==> src/hdl/nhtt_pkg.sv <==
`default_nettype none
// ----------------------------------------------------------------------------
// nhtt_pkg
// shared codes and field widths for the node heartbeat timeout table
// ----------------------------------------------------------------------------
package nhtt_pkg;

  // item field widths
  localparam int CMD_W    = 2;
  localparam int NODE_W   = 3;
  localparam int TMO_W    = 32;
  localparam int BYTE_W   = 8;
  localparam int TICK_W   = 32;
  localparam int STATUS_W = 2;
  localparam int MASK_W   = 8;

  // occupancy count, wide enough for the largest table
  localparam int CNT_W    = 4;

  // commands
  localparam logic [CMD_W-1:0] CMD_REGISTER  = 2'd0;
  localparam logic [CMD_W-1:0] CMD_HEARTBEAT = 2'd1;
  localparam logic [CMD_W-1:0] CMD_CHECK     = 2'd2;
  localparam logic [CMD_W-1:0] CMD_QUERY     = 2'd3;

  // result status
  localparam logic [STATUS_W-1:0] STAT_DONE    = 2'd0;
  localparam logic [STATUS_W-1:0] STAT_IGNORED = 2'd1;
  localparam logic [STATUS_W-1:0] STAT_FULL    = 2'd2;

endpackage : nhtt_pkg
`default_nettype wire

==> src/hdl/nhtt_cmp.sv <==
`default_nettype none
// ----------------------------------------------------------------------------
// nhtt_cmp
// shared elapsed-time unit: wrapping subtract and compare against a timeout
// ----------------------------------------------------------------------------
module nhtt_cmp #(
  parameter int TICK_BITS = 32
) (
  input  wire logic [TICK_BITS-1:0]       now_tick,
  input  wire logic [TICK_BITS-1:0]       seen_tick,
  input  wire logic [nhtt_pkg::TMO_W-1:0] tmo_limit,
  output logic                            expired
);
  import nhtt_pkg::*;

  localparam int CMP_W = (TICK_BITS > TMO_W) ? TICK_BITS : TMO_W;

  logic [TICK_BITS-1:0] elapsed;

  // modulo 2^TICK_BITS by construction of the subtract width
  assign elapsed = now_tick - seen_tick;

  // never-seen nodes do not time out
  assign expired = (seen_tick != '0) && (CMP_W'(elapsed) > CMP_W'(tmo_limit));

endmodule : nhtt_cmp
`default_nettype wire

==> src/hdl/node_heartbeat_timeout_table.sv <==
`default_nettype none
// ----------------------------------------------------------------------------
// node_heartbeat_timeout_table
// heartbeat monitor for up to eight nodes: register, heartbeat, check, query
// ----------------------------------------------------------------------------
//
//  channel  direction  handshake              payload
//  in_      in         in_valid / in_ready    cmd, node index, timeout, hb bytes, tick
//  out_     out        out_valid / out_ready  status, slot, masks, flags, query fields
//
// register, heartbeat and query: the item is captured, executed in S_EXEC, and
//   the result is loaded into the output register from S_DONE
// check: the sequencer steps from S_EXEC into S_WALK and walks the slots one
//   per cycle through the single elapsed-time compare unit, then makes the
//   end-of-walk test and moves to S_DONE
// in_ready is high only while the sequencer is idle; a finished result sits in
//   the output register so the next item can be taken while it waits
// a result that cannot be handed over holds the sequencer in its last step
// synchronous active-low reset clears the count, alive flags and sequencer
//
module node_heartbeat_timeout_table #(
  parameter int NODES     = 8,
  parameter int TICK_BITS = 32
) (
  input  wire logic                             clk,
  input  wire logic                             rst_n,

  input  wire logic                             in_valid,
  output logic                                  in_ready,
  input  wire logic [nhtt_pkg::CMD_W-1:0]       in_cmd,
  input  wire logic [nhtt_pkg::NODE_W-1:0]      in_node_index,
  input  wire logic [nhtt_pkg::TMO_W-1:0]       in_timeout_ticks,
  input  wire logic [nhtt_pkg::BYTE_W-1:0]      in_heartbeat_sequence,
  input  wire logic [nhtt_pkg::BYTE_W-1:0]      in_heartbeat_state,
  input  wire logic [nhtt_pkg::TICK_W-1:0]      in_now_tick,

  output logic                                  out_valid,
  input  wire logic                             out_ready,
  output logic [nhtt_pkg::STATUS_W-1:0]         out_status_code,
  output logic [nhtt_pkg::NODE_W-1:0]           out_assigned_node,
  output logic [nhtt_pkg::MASK_W-1:0]           out_timeout_mask,
  output logic                                  out_all_alive,
  output logic [nhtt_pkg::MASK_W-1:0]           out_lost_mask,
  output logic                                  out_regained,
  output logic                                  out_node_alive,
  output logic [nhtt_pkg::BYTE_W-1:0]           out_node_sequence,
  output logic [nhtt_pkg::BYTE_W-1:0]           out_node_state_byte,
  output logic [nhtt_pkg::TICK_W-1:0]           out_node_last_seen
);
  import nhtt_pkg::*;

  localparam int IDX_W = (NODES > 1) ? $clog2(NODES) : 1;

  // sequencer states
  localparam logic [1:0] S_IDLE = 2'd0;
  localparam logic [1:0] S_EXEC = 2'd1;
  localparam logic [1:0] S_WALK = 2'd2;
  localparam logic [1:0] S_DONE = 2'd3;

  logic [1:0] state_r, state_nxt;

  // captured item
  logic [CMD_W-1:0]     cmd_r;
  logic [NODE_W-1:0]    idx_r;
  logic [TMO_W-1:0]     tmo_r;
  logic [BYTE_W-1:0]    seq_r;
  logic [BYTE_W-1:0]    stb_r;
  logic [TICK_BITS-1:0] now_r;

  // occupancy and walk counter
  logic [CNT_W-1:0] count_r, count_nxt;
  logic [CNT_W-1:0] walk_r, walk_nxt;

  // node slots
  logic [TMO_W-1:0]     timeout_mem   [NODES];
  logic [TICK_BITS-1:0] last_seen_mem [NODES];
  logic [BYTE_W-1:0]    seq_mem       [NODES];
  logic [BYTE_W-1:0]    stb_mem       [NODES];
  logic [NODES-1:0]     alive_r;

  // result staging
  logic [STATUS_W-1:0] res_status_r, res_status_nxt;
  logic [NODE_W-1:0]   res_assigned_r, res_assigned_nxt;
  logic [MASK_W-1:0]   res_lost_r, res_lost_nxt;
  logic                res_regained_r, res_regained_nxt;
  logic                res_alive_r, res_alive_nxt;
  logic [BYTE_W-1:0]   res_seq_r, res_seq_nxt;
  logic [BYTE_W-1:0]   res_stb_r, res_stb_nxt;
  logic [TICK_W-1:0]   res_seen_r, res_seen_nxt;

  // output register
  logic                out_valid_r;
  logic [STATUS_W-1:0] out_status_r;
  logic [NODE_W-1:0]   out_assigned_r;
  logic [MASK_W-1:0]   out_tmask_r;
  logic                out_all_alive_r;
  logic [MASK_W-1:0]   out_lost_r;
  logic                out_regained_r;
  logic                out_alive_r;
  logic [BYTE_W-1:0]   out_seq_r;
  logic [BYTE_W-1:0]   out_stb_r;
  logic [TICK_W-1:0]   out_seen_r;

  logic in_fire, out_load;
  logic idx_ok, full, walk_live, expired;
  logic reg_wr, hb_wr, chk_clr;
  logic [IDX_W-1:0]     rd_addr, slot_addr;
  logic [TMO_W-1:0]     rd_timeout;
  logic [TICK_BITS-1:0] rd_last;
  logic                 rd_alive;
  logic [TICK_BITS-1:0] now_stamp;
  logic [MASK_W-1:0]    down_mask;

  assign in_ready = (state_r == S_IDLE);
  assign in_fire  = in_valid && in_ready;
  assign out_load = (state_r == S_DONE) && (!out_valid_r || out_ready);

  // addressed slot must lie below the registered count
  assign idx_ok    = ({1'b0, idx_r} < count_r);
  assign full      = (count_r >= CNT_W'(NODES));
  assign walk_live = (walk_r < count_r);

  // one read port: walk counter during a check, item index otherwise
  assign rd_addr    = (state_r == S_WALK) ? walk_r[IDX_W-1:0] : idx_r[IDX_W-1:0];
  assign slot_addr  = count_r[IDX_W-1:0];
  assign rd_timeout = timeout_mem[rd_addr];
  assign rd_last    = last_seen_mem[rd_addr];
  assign rd_alive   = alive_r[rd_addr];

  // tick 0 is stamped as 1, since 0 marks a node never seen
  assign now_stamp = (now_r == '0) ? TICK_BITS'(1) : now_r;

  nhtt_cmp #(
    .TICK_BITS (TICK_BITS)
  ) u_cmp (
    .now_tick  (now_r),
    .seen_tick (rd_last),
    .tmo_limit (rd_timeout),
    .expired   (expired)
  );

  assign reg_wr  = (state_r == S_EXEC) && (cmd_r == CMD_REGISTER) && !full;
  assign hb_wr   = (state_r == S_EXEC) && (cmd_r == CMD_HEARTBEAT) && idx_ok;
  assign chk_clr = (state_r == S_WALK) && walk_live && expired;

  // registered nodes that are not alive, after the command has taken effect
  always_comb begin
    down_mask = '0;
    for (int i = 0; i < NODES; i++) begin
      down_mask[i] = (CNT_W'(i) < count_r) && !alive_r[i];
    end
  end

  // sequencer
  always_comb begin
    state_nxt        = state_r;
    count_nxt        = count_r;
    walk_nxt         = walk_r;
    res_status_nxt   = res_status_r;
    res_assigned_nxt = res_assigned_r;
    res_lost_nxt     = res_lost_r;
    res_regained_nxt = res_regained_r;
    res_alive_nxt    = res_alive_r;
    res_seq_nxt      = res_seq_r;
    res_stb_nxt      = res_stb_r;
    res_seen_nxt     = res_seen_r;

    case (state_r)
      S_IDLE: begin
        if (in_fire) begin
          state_nxt        = S_EXEC;
          res_status_nxt   = STAT_DONE;
          res_assigned_nxt = '0;
          res_lost_nxt     = '0;
          res_regained_nxt = 1'b0;
          res_alive_nxt    = 1'b0;
          res_seq_nxt      = '0;
          res_stb_nxt      = '0;
          res_seen_nxt     = '0;
        end
      end

      S_EXEC: begin
        state_nxt = S_DONE;
        case (cmd_r)
          CMD_REGISTER: begin
            if (full) begin
              res_status_nxt = STAT_FULL;
            end else begin
              res_assigned_nxt = count_r[NODE_W-1:0];
              count_nxt        = count_r + CNT_W'(1);
            end
          end
          CMD_HEARTBEAT: begin
            if (!idx_ok) begin
              res_status_nxt = STAT_IGNORED;
            end else begin
              // revived: seen before but currently down
              res_regained_nxt = !rd_alive && (rd_last != '0);
            end
          end
          CMD_CHECK: begin
            state_nxt = S_WALK;
            walk_nxt  = '0;
          end
          CMD_QUERY: begin
            if (!idx_ok) begin
              res_status_nxt = STAT_IGNORED;
            end else begin
              res_alive_nxt = rd_alive;
              res_seq_nxt   = seq_mem[rd_addr];
              res_stb_nxt   = stb_mem[rd_addr];
              res_seen_nxt  = TICK_W'(rd_last);
            end
          end
          default: begin
            state_nxt = S_DONE;
          end
        endcase
      end

      S_WALK: begin
        if (walk_live) begin
          if (expired && rd_alive) begin
            res_lost_nxt[walk_r[IDX_W-1:0]] = 1'b1;
          end
          walk_nxt = walk_r + CNT_W'(1);
        end else begin
          state_nxt = S_DONE;
        end
      end

      S_DONE: begin
        if (out_load) begin
          state_nxt = S_IDLE;
        end
      end

      default: begin
        state_nxt = S_IDLE;
      end
    endcase
  end

  always_ff @(posedge clk) begin
    if (!rst_n) begin
      state_r <= S_IDLE;
      count_r <= '0;
      walk_r  <= '0;
    end else begin
      state_r <= state_nxt;
      count_r <= count_nxt;
      walk_r  <= walk_nxt;
    end
  end

  // item capture, payload only
  always_ff @(posedge clk) begin
    if (in_fire) begin
      cmd_r <= in_cmd;
      idx_r <= in_node_index;
      tmo_r <= in_timeout_ticks;
      seq_r <= in_heartbeat_sequence;
      stb_r <= in_heartbeat_state;
      now_r <= TICK_BITS'(in_now_tick);
    end
  end

  always_ff @(posedge clk) begin
    res_status_r   <= res_status_nxt;
    res_assigned_r <= res_assigned_nxt;
    res_lost_r     <= res_lost_nxt;
    res_regained_r <= res_regained_nxt;
    res_alive_r    <= res_alive_nxt;
    res_seq_r      <= res_seq_nxt;
    res_stb_r      <= res_stb_nxt;
    res_seen_r     <= res_seen_nxt;
  end

  // slot storage; a slot is cleared when it is registered
  always_ff @(posedge clk) begin
    if (reg_wr) begin
      timeout_mem[slot_addr]   <= tmo_r;
      last_seen_mem[slot_addr] <= '0;
      seq_mem[slot_addr]       <= '0;
      stb_mem[slot_addr]       <= '0;
    end else if (hb_wr) begin
      last_seen_mem[rd_addr] <= now_stamp;
      seq_mem[rd_addr]       <= seq_r;
      stb_mem[rd_addr]       <= stb_r;
    end
  end

  always_ff @(posedge clk) begin
    if (!rst_n) begin
      alive_r <= '0;
    end else if (reg_wr) begin
      alive_r[slot_addr] <= 1'b0;
    end else if (hb_wr) begin
      alive_r[rd_addr] <= 1'b1;
    end else if (chk_clr) begin
      alive_r[rd_addr] <= 1'b0;
    end
  end

  // output register
  always_ff @(posedge clk) begin
    if (!rst_n) begin
      out_valid_r <= 1'b0;
    end else if (out_load) begin
      out_valid_r <= 1'b1;
    end else if (out_ready) begin
      out_valid_r <= 1'b0;
    end
  end

  always_ff @(posedge clk) begin
    if (out_load) begin
      out_status_r    <= res_status_r;
      out_assigned_r  <= res_assigned_r;
      out_tmask_r     <= down_mask;
      out_all_alive_r <= (down_mask == '0);
      out_lost_r      <= res_lost_r;
      out_regained_r  <= res_regained_r;
      out_alive_r     <= res_alive_r;
      out_seq_r       <= res_seq_r;
      out_stb_r       <= res_stb_r;
      out_seen_r      <= res_seen_r;
    end
  end

  assign out_valid           = out_valid_r;
  assign out_status_code     = out_status_r;
  assign out_assigned_node   = out_assigned_r;
  assign out_timeout_mask    = out_tmask_r;
  assign out_all_alive       = out_all_alive_r;
  assign out_lost_mask       = out_lost_r;
  assign out_regained        = out_regained_r;
  assign out_node_alive      = out_alive_r;
  assign out_node_sequence   = out_seq_r;
  assign out_node_state_byte = out_stb_r;
  assign out_node_last_seen  = out_seen_r;

endmodule : node_heartbeat_timeout_table
`default_nettype wire

==> config.mk <==
export PLATFORM = sky130hd
export DESIGN_NAME = node_heartbeat_timeout_table
export DESIGN_NICKNAME = d
export VERILOG_FILES = /design/src/hdl/nhtt_pkg.sv /design/src/hdl/nhtt_cmp.sv /design/src/hdl/node_heartbeat_timeout_table.sv
export SDC_FILE = /design/constraint.sdc
export NUM_CORES = 1
export LEC_CHECK = 0
export BUFFER_PORTS_ARGS = -buffer_cell sky130_fd_sc_hd__buf_4
export CORE_MARGIN = 1.5
export CORE_UTILIZATION = 39
export DETAILED_ROUTE_END_ITERATION = 12
export PLACE_DENSITY_LB_ADDON = 0.1
export SLEW_MARGIN = 5
export SYNTH_ARGS = -nofsm -noshare
export SYNTH_HDL_FRONTEND = slang
export SYNTH_SLANG_ARGS = --single-unit
==> constraint.sdc <==
create_clock -name clk -period 6.6 [get_ports clk]
set_clock_uncertainty 0.05 [all_clocks]
set_input_delay 0.33 -clock clk [delete_from_list [all_inputs] [get_ports clk]]
set_output_delay 0.33 -clock clk [all_outputs]
set_load 0.02 [all_outputs]
==> results of run 1 <==
==> power by group through the flow <==
stage	Clock (mW)	Combinational, mW	Sequential (mW)
floorplan	0	3.43	7.29
global placement	0	5.59	7.34
detailed placement	0	5.63	7.36
CTS	5.17	5.75	7.25
global route	5.39	6.68	7.29
finish	5.06	6.10	7.24
==> stage by stage <==
step                      setup TNS [ns]  worst slack (ns)  total power, mW  hold WS [ns]  cells
after floorplan                        0             0.390             10.7         0.350   1946
after global placement             -2.11            -0.189             12.9         0.350   3285
after detailed placement           -4.04            -0.306             13.0         0.355   3285
after CTS                              0           0.00837             18.2        0.0615   3544
after global routing              -0.182           -0.0257             19.4        0.0651   3570
final                                  0             0.273             18.4        0.0746   3570
==> sequential cells by signal (all words and copies together), names as in the netlist, 8 cells and up, named ones only <==
register	cells
last_seen_mem	256
now_r	32
out_lost_mask	8
out_node_last_seen	32
out_node_sequence	8
out_node_state_byte	8
out_timeout_mask	8
res_lost_r	8
res_seen_r	32
res_seq_r	8
res_stb_r	8
seq_mem	64
seq_r	8
stb_mem	64
stb_r	8
timeout_mem	256
tmo_r	32
==> metal layers <==
layer	vias up	wire length [um]
li1	8688	-
met1	10100	41900
met2	518	44000
met3	123	4530
met4	0	1670
met5	-	0
==> worst min-delay path: cells and delay by family <==
family / cells / cell delay, ns
AOI/OAI and AO/OA: 1 / 0.20
and+or+nand+nor: 1 / 0.10
buffers and inverters: 1 / 0.08
==> cell usage after synthesis, types with 18 or more instances <==
cell type	instances
buf_2	20
a21o_1	20
dfxtp_1	19
nor2_1	97
a21oi_1	59
mux4_2	52
nand2_1	57
and2_1	55
nand4_1	18
xnor2_1	18
ha_1	75
o21ai_0	28
inv_1	24
edfxtp_1	860
and4_1	27
clkbuf_1	45
a22oi_1	172
mux2i_1	62
==> worst max path at each step <==
stage	from	endpoint	slack [ns]	cells after the start
final	state_r[0]$_SDFFE_PN0P_	res_lost_r[5]$_SDFFCE_PN0P_	0.27	25
after CTS	state_r[0]$_SDFFE_PN0P_	res_lost_r[5]$_SDFFCE_PN0P_	0.008	25
after global placement	state_r[0]$_SDFFE_PN0P_	res_lost_r[3]$_SDFFCE_PN0P_	-0.19	25
after global routing	state_r[0]$_SDFFE_PN0P_	res_lost_r[5]$_SDFFCE_PN0P_	-0.03	27
after floorplan	state_r[0]$_SDFFE_PN0P_	res_lost_r[0]$_SDFFCE_PN0P_	0.39	28
after detailed placement	state_r[0]$_SDFFE_PN0P_	res_lost_r[3]$_SDFFCE_PN0P_	-0.31	24
==> layout make-up <==
| class | count | area [sq um] | area share [%] |
|---|---|---|---|
| multi-input cells | 960 | 8210 | 19.5 |
| flip-flops and latches | 879 | 26200 | 62.1 |
| repair buffers | 380 | 3260 | 7.73 |
| inverters | 24 | 90.1 | 0.214 |
| clock buffers | 113 | 2380 | 5.65 |
| well taps | 1155 | 1450 | 3.43 |
| clock inverters | 59 | 581 | 1.38 |
==> kinds of logic after synthesis <==
logic type                 after synthesis  share of synthesized area, %
adders and majority gates               76                          2.79
DFF                                    879                          76.3
AOI/OAI and AO/OA                      391                          8.04
buffers and inverters                  109                          1.40
muxes                                  118                          5.36
xor gates and xnor gates                30                         0.765
and+or+nand+nor                        343                          5.30
==> timing repair <==
action / in CTS / in global routing
endpoints found under the hold margin: 101 / 0
hold buffers: 86 / 0
resized for setup: 7 / 54
cloned: 1 / 1
setup endpoints to repair: 16 / 16
pin swaps: 0 / 9
buffers inserted: 0 / 25
==> reports/results.tsv, run 1 <==
stage	metric	value	unit
hold_path	worstHoldEndpoint	out_valid$_SDFFE_PN0P_	
setup_path	slowest_delay	0.53	ns
grt	grt.busiest_layer	met2	
sta	worst_pin_slew	1.25	ns
logic_synthesis	synth_top_area_share	75.2	%
drt	ant_nets	0	
grt	use_met2	33.1	%
sta	slew_viol_final	0	
power	swShare	32.8	%
power	power.internal	12.4	mW
cells_and_area	fill_cells	7369	
drt	routed_wl	92100	um
logic_synthesis	ys.flop_type	edfxtp_1	
logic_synthesis	synth_area_leader_cell	edfxtp_1	
sta	setup-violations-final	0	
drt	firstDrtPassIters	8	
sta	fmax	158	MHz
cts	cts_made_buffers	92	
floorplan	dieArea	89800	sq um
floorplan	ios	163	
outcome	status	complete, no violations	
cells_and_area	design_area	42200	sq um
logic_synthesis	ys_types	64	
setup_path	crit_family	compound AO/OA/AOI/OAI gates	
flow_run	cap_violations	0	
grt	grt_use_total	20.4	%
cts	clock_latency	0.65	ns
cells_and_area	n_antenna_cell	0	
setup_path	crit_type	flop to flop	
cts	clk_pin_slew_worst_paths	0.06	ns
cells_and_area	mostFrequentLayoutCell	edfxtp_1	
hold_path	holdCritStartpoint	out_ready	
logic_synthesis	yosys_warnings	0	
drt	wl_per_cell	25.8	um
cells_and_area	syn2layout_area_growth	22.8	%
placement	io_buffer_count	162	
drt	drt_iter0_markers	1422	
logic_synthesis	async_reset_ff_share	0	%
floorplan	core-area	87000	sq um
grt	grt_pass1_wl	134000	um
cells_and_area	finalNetCount	2502	
grt	grt_max_degree	73	
drt	vias	19400	
cts	clock_sinks	879	
floorplan	dieHeight	300	um
grt	grt-ovfl-total	0	
setup_path	crit_path_end_kind	flop	
cts	clock_path_buffers	3	
cts	cts_tree	yes	
power	power_frac_clock	27.5	%
setup_path	crit_slowest_cell	mux4_2	
placement	dp_hpwl	55600	um
setup_path	rr_endpoint	res_lost_r[5]$_SDFFCE_PN0P_	
sta	fin_crit_sh	95.9	%
logic_synthesis	synthesis.nets	2111	
cts	htreeDepth	3	
grt	antenna_found_initial	1	
grt	grtUsageMet3	2.70	%
setup_path	worstPathArrival	6.63	ns
setup_path	r2r_cells	25	
placement	placed_cell_area	37800	sq um
grt	grtUsageMet1	29.4	%
floorplan	rows	108	
sta	hold_viol	0	
power	p_leak	14.0	nW
grt	grt_pass1_vias	19600	
logic_synthesis	ys_ff_latch	879	
setup_path	rr_startpoint	state_r[0]$_SDFFE_PN0P_	
drt	via_per_inst	5.43	
power	p_sw	6.03	mW
logic_synthesis	avgSynthCellArea	17.6	sq um
hold_path	min_path_type	primary input to flop	
setup_path	cp.required	6.91	ns
setup_path	critical_path.max_fanout	15	
power	comb_power_share	33.1	%
cts	cts_root_buf	clkbuf_16	
placement	gp_congestion	0.821	
power	seqPwrFrac	39.4	%
drt	drc_errors	0	
hold_path	whs_path_depth	3	
floorplan	die_w	300	um
logic_synthesis	netlist_area	34300	sq um
setup_path	r2r_slack	0.27	ns
cells_and_area	postLayoutCoreUtil	48.5	%
floorplan	initial_utilization	39.4	%
logic_synthesis	synth_cells	1946	
logic_synthesis	synthTopCellsByArea	edfxtp_1 (75%), a22oi_1 (3.8%), mux4_2 (3.4%)	
logic_synthesis	synth-seq-area-share	76.3	%
sta	relSlewSlack	16.1	%
sta	period_needed	6.33	ns
power	irDropWorstVdd	0.000221	V
setup_path	crit_buf_inv	6	
logic_synthesis	synth_edf_count	860	
power	power_density	436	nW/um^2
setup_path	worst_setup_path_start_kind	flop	
cells_and_area	final_cell_mix	edfxtp_1 (860), buf_4 (277), a22oi_1 (172)	
cells_and_area	layout-drive-gt1-share	23.0	%
Power figures use the tool's default switching activity.
==> run 2, diff against run 1 <==
Settings changed: CORE_UTILIZATION 39 to 55.
==> reports/results.tsv, run 2 (synthesized netlist as in run 1, its figures left out) <==
stage	metric	value	unit
cells_and_area	layout-drive-gt1-share	22.1	%
drt	ant_nets	0	
drt	firstDrtPassIters	5	
sta	period_needed	6.43	ns
flow_run	cap_violations	0	
setup_path	r2r_cells	27	
grt	grt_max_degree	57	
sta	holdWs	0.0383	ns
cells_and_area	design_area	41300	sq um
cts	clock_sinks	879	
power	p_total	17.9	mW
placement	gp_congestion	0.883	
drt	vias	19700	
grt	grt-ovfl-total	0	
power	irDropWorstVdd	0.000241	V
setup_path	r2r_slack	0.17	ns
cts	cts_made_buffers	88	
cells_and_area	postLayoutCoreUtil	66.9	%
drt	drt_iter0_markers	1902	
floorplan	ios	163	
floorplan	die_w	253	um
placement	placed_cell_area	37200	sq um
grt	grt_pass1_wl	124000	um
cts	cts_root_buf	clkbuf_16	
cells_and_area	finalNetCount	2476	
hold_path	holdCritStartpoint	out_ready	
outcome	status	complete, no violations	
drt	wl_per_cell	26.6	um
cts	clk_pin_slew_worst_paths	0.07	ns
drt	via_per_inst	6.11	
grt	antenna_found_initial	0	
sta	slew_viol_final	0	
setup_path	crit_type	flop to flop	
floorplan	dieHeight	253	um
grt	grt_use_total	26.5	%
setup_path	worstPathArrival	6.74	ns
sta	fin_crit_sh	97.5	%
sta	worst_pin_slew	1.19	ns
cells_and_area	n_antenna_cell	0	
setup_path	critical_path.max_fanout	8	
cells_and_area	top_regs	last_seen_mem (256), timeout_mem (256)	
hold_path	whs_path_depth	3	
cells_and_area	final_cell_mix	edfxtp_1 (860), buf_4 (261), a22oi_1 (172)	
floorplan	initial_utilization	55.6	%
sta	fmax	155	MHz
setup_path	rr_endpoint	res_lost_r[1]$_SDFFCE_PN0P_	
hold_path	worstHoldEndpoint	out_valid$_SDFFE_PN0P_	
cts	clock_latency	0.66	ns
sta	relSlewSlack	20.7	%
cts	clock_path_buffers	3	
floorplan	dieArea	63900	sq um
setup_path	worst_setup_path_start_kind	flop	
cells_and_area	syn2layout_area_growth	20.3	%
cells_and_area	mostFrequentLayoutCell	edfxtp_1	
floorplan	core-area	61700	sq um
placement	dp_hpwl	50300	um
power	power_density	433	nW/um^2
sta	fin_setup_tns	0	ns
sta	hold_viol	0	
drt	drc_errors	0	
setup_path	crit_path_end_kind	flop	
cts	cts_tree	yes	
cts	htreeDepth	3	
floorplan	rows	91	
grt	grt_pass1_vias	19500	
placement	io_buffer_count	162	
setup_path	cp.required	6.91	ns
cells_and_area	fill_cells	4110	
drt	routed_wl	85600	um
power	p_leak	13.8	nW
sta	setup-violations-final	0	
hold_path	min_path_type	primary input to flop	
setup_path	rr_startpoint	state_r[0]$_SDFFE_PN0P_	
## run 2: changes by cell type in the layout (fill, tap and decap cells not counted), sizes merged
cell / delta
inv: -1
clkinv: -7
clkinvlp: +1
buf: -26
clkbuf: +3
bufinv: -5
mux2: +1
## run 2: per-layer routing
metal / global-route usage (%) / part of all wire (%)
met5: 0 / 0
met4: 6.64 / 2.0
met3: 4.05 / 7.6
met2: 43.1 / 48
met1: 38.0 / 42
## run 2: worst max path at each step
stage / slack, ns / to / cells past startpoint / startpoint
floorplan: 0.39 / res_lost_r[0]$_SDFFCE_PN0P_ / 28 / state_r[0]$_SDFFE_PN0P_
global placement: -0.15 / res_lost_r[1]$_SDFFCE_PN0P_ / 25 / state_r[0]$_SDFFE_PN0P_
detailed placement: -0.23 / flop / 25 / state_r[0]$_SDFFE_PN0P_
CTS: 0.03 / res_lost_r[1]$_SDFFCE_PN0P_ / 26 / state_r[0]$_SDFFE_PN0P_
finish: 0.17 / res_lost_r[1]$_SDFFCE_PN0P_ / 27 / state_r[0]$_SDFFE_PN0P_
global route: -0.04 / res_lost_r[1]$_SDFFCE_PN0P_ / 26 / state_r[0]$_SDFFE_PN0P_
## run 2: per-stage QoR
stage | worst slack (ns) | instances
finish | 0.167 | 3218
global route | -0.0358 | 3218
CTS | 0.0342 | 3196
detailed placement | -0.235 | 2950
global placement | -0.151 | 2950
floorplan | 0.390 | 1946
## run 2: critical path: stages (launching register included)
cell	delay [ns]
dfxtp_2	0.34
inv_1	0.13
ha_4	0.21
buf_4	0.18
mux2_4	0.38
buf_4	0.16
buf_4	0.16
mux4_2	0.43
mux2i_2	0.35
ha_1	0.39
o21a_1	0.14
o21a_1	0.16
o21ai_0	0.26
and4b_1	0.28
o31ai_1	0.25
o21ai_0	0.12
a21oi_1	0.18
xnor2_1	0.10
ha_1	0.32
nand4_1	0.15
buf_4	0.19
nor4_4	0.16
o41ai_2	0.13
a21oi_2	0.28
buf_4	0.17
nand4b_1	0.09
a21oi_1	0.17
buf_4	0.19
## run 2: timing repair
item / in CTS / in global routing
gates cloned: 0 / 6
hold buffers: 86 / 0
pin swaps: 0 / 8
buffers inserted: 0 / 16
resized for setup: 8 / 50
endpoints found under the setup margin: 16 / 16
endpoints found under the hold margin: 98 / 0
## run 2: report_power, final
group	switching, mW	internal [mW]	total, mW
clock	2.07	2.67	4.74
combinational	3.49	2.40	5.89
sequential	0.314	6.93	7.24
## run 2: area by class of cell
type / count / area [sq um] / share of cell area [%]
Clock buffer: 113 / 2330 / 5.63
Clock inverter: 47 / 417 / 1.01
Inverter: 24 / 90.1 / 0.218
Multi-Input combinational cell: 961 / 8180 / 19.8
Sequential cell: 879 / 26200 / 63.4
Tap cell: 837 / 1050 / 2.54
Timing Repair Buffer: 357 / 3030 / 7.35
==> run 3, diff against run 2 <==
Settings changed: CORE_MARGIN 1.5 to 4, CORE_UTILIZATION 55 to 63, CTS_BUF_LIST set to sky130_fd_sc_hd__clkbuf_8.
Clock period 6.6 ns to 6.64 ns, I/O delays scaled along.
==> reports/results.tsv, run 3 (synthesized netlist as in run 1, its figures left out) <==
stage	metric	value	unit
sta	fin_crit_sh	96.7	%
sta	relSlewSlack	30.3	%
sta	fin_setup_tns	0	ns
setup_path	crit_slowest_cell	ha_1	
outcome	status	complete, no violations	
grt	grt-ovfl-total	0	
cts	clock_latency	0.79	ns
setup_path	crit_path_end_kind	flop	
cts	cts_tree	yes	
drt	wl_per_cell	26.5	um
sta	hold_viol	0	
cells_and_area	multi_input_area	8050	sq um
placement	gp_congestion	0.903	
power	p_leak	13.8	nW
sta	slew_viol_final	0	
grt	grt_pass1_wl	123000	um
floorplan	die_w	241	um
cells_and_area	layout-drive-gt1-share	22.2	%
cts	clock_sinks	879	
power	irDropWorstVdd	0.000246	V
sta	holdWs	0.209	ns
sta	worst_pin_slew	1.05	ns
drt	ant_nets	0	
cells_and_area	syn2layout_area_growth	18.1	%
sta	fmax	156	MHz
hold_path	min_path_type	primary input to flop	
setup_path	cp.required	7.08	ns
cts	htreeDepth	4	
floorplan	dieArea	58300	sq um
placement	dp_hpwl	49100	um
drt	drc_errors	0	
floorplan	ios	163	
setup_path	worstPathArrival	6.86	ns
cells_and_area	top_regs	last_seen_mem (256), timeout_mem (256)	
floorplan	initial_utilization	63.7	%
grt	grt_max_degree	73	
cells_and_area	fill_cells	3151	
floorplan	dieHeight	241	um
sta	setup-violations-final	0	
cells_and_area	mostFrequentLayoutCell	edfxtp_1	
grt	grt_pass1_vias	20100	
floorplan	rows	85	
setup_path	worst_setup_path_start_kind	flop	
floorplan	core-area	53900	sq um
grt	antenna_found_initial	2	
cts	cts_root_buf	clkbuf_8	
setup_path	critical_path.max_fanout	12	
cts	clk_pin_slew_worst_paths	0.06	ns
setup_path	crit_top_cell	a21oi_2	
cells_and_area	finalNetCount	2520	
cts	clock_path_buffers	3	
power	power_density	415	nW/um^2
drt	routed_wl	83300	um
drt	drt_iter0_markers	2308	
drt	vias	20000	
grt	grt_use_total	28.8	%
cells_and_area	regArea	26200	sq um
drt	firstDrtPassIters	7	
cells_and_area	final_cell_mix	edfxtp_1 (860), buf_4 (253), a22oi_1 (172)	
setup_path	crit_type	flop to flop	
setup_path	slowest_delay	0.38	ns
cts	cts_made_buffers	137	
sta	period_needed	6.42	ns
flow_run	cap_violations	0	
placement	io_buffer_count	162	
drt	via_per_inst	6.38	
## run 3: changes by cell type in the layout (fill, tap and decap cells not counted), moves of 6 or more
cell	change
clkbuf_16	-91
buf_4	-8
clkinv_2	-9
clkbuf_1	-23
mux2i_1	+6
inv_1	+43
clkbuf_8	+139
## run 3: final timing paths
path                                              startpoint                                to  slack, ns  cells after the start
worst max register to register       state_r[0]$_SDFFE_PN0P_       res_lost_r[0]$_SDFFCE_PN0P_       0.22                     27
worst max-delay path                 state_r[0]$_SDFFE_PN0P_       res_lost_r[0]$_SDFFCE_PN0P_       0.22                     27
worst min-delay path                in_heartbeat_sequence[1]                seq_r[1]$_DFFE_PP_       0.21                      2
worst min register to register  res_seen_r[31]$_SDFFCE_PN0P_  out_node_last_seen[31]$_DFFE_PP_       0.37                      0
## run 3: metal layers
metal	vias to the layer above	GRT usage (%)	wire, um
met5	-	0	13
met4	2	9.16	1790
met3	140	5.93	7540
met2	1048	45.4	39700
met1	10100	41.6	34200
li1	8725	-	-
## run 3: what timing repair did
action                                 4_1_cts  5_1_grt
cloned                                       1        3
gates resized for setup                      7       28
hold buffers                                88        0
pin swaps                                    1        7
endpoints found under the hold margin      107        0
setup endpoints to repair                   16       16
setup buffers                                0       13
## run 3: through the flow
step	util, %	cell area (sq um)	setup WS, ns	cells	total power [mW]
after detailed placement	68.6	37000	-0.209	2807	12.6
after floorplan	-	34300	0.430	1946	10.7
after global routing	75.2	40600	-0.0363	3141	17.7
after CTS	74.7	40300	0.0268	3124	16.7
final	75.2	40600	0.216	3141	16.8
after global placement	68.6	37000	-0.0944	2807	12.5
## run 3: where the power goes
part | internal [mW] | switching [mW] | total (mW)
clock network | 2.00 | 2.00 | 4.00
logic | 2.29 | 3.35 | 5.65
registers | 6.89 | 0.304 | 7.20
## run 3: area by class of cell
class,count,area share [%]
Clock inverter,88,1.09
Inverter,24,0.222
Multi-Input combinational cell,961,19.8
Clock buffer,140,4.75
Sequential cell,879,64.6
Tap cell,696,2.15
Antenna cell,1,0.00617
Timing Repair Buffer,352,7.32
## run 3: worst max-delay path, delay by kind of cell, from the launching register on
family	cells	cell delay [ns]
AO/OA/AOI/OAI	12	2.73
adder cells (fa/ha/maj)	3	0.93
AND/OR/NAND/NOR	5	0.85
buffers and inverters	5	0.80
flip-flops	1	0.35
multiplexers	1	0.23
XOR/XNOR	1	0.15
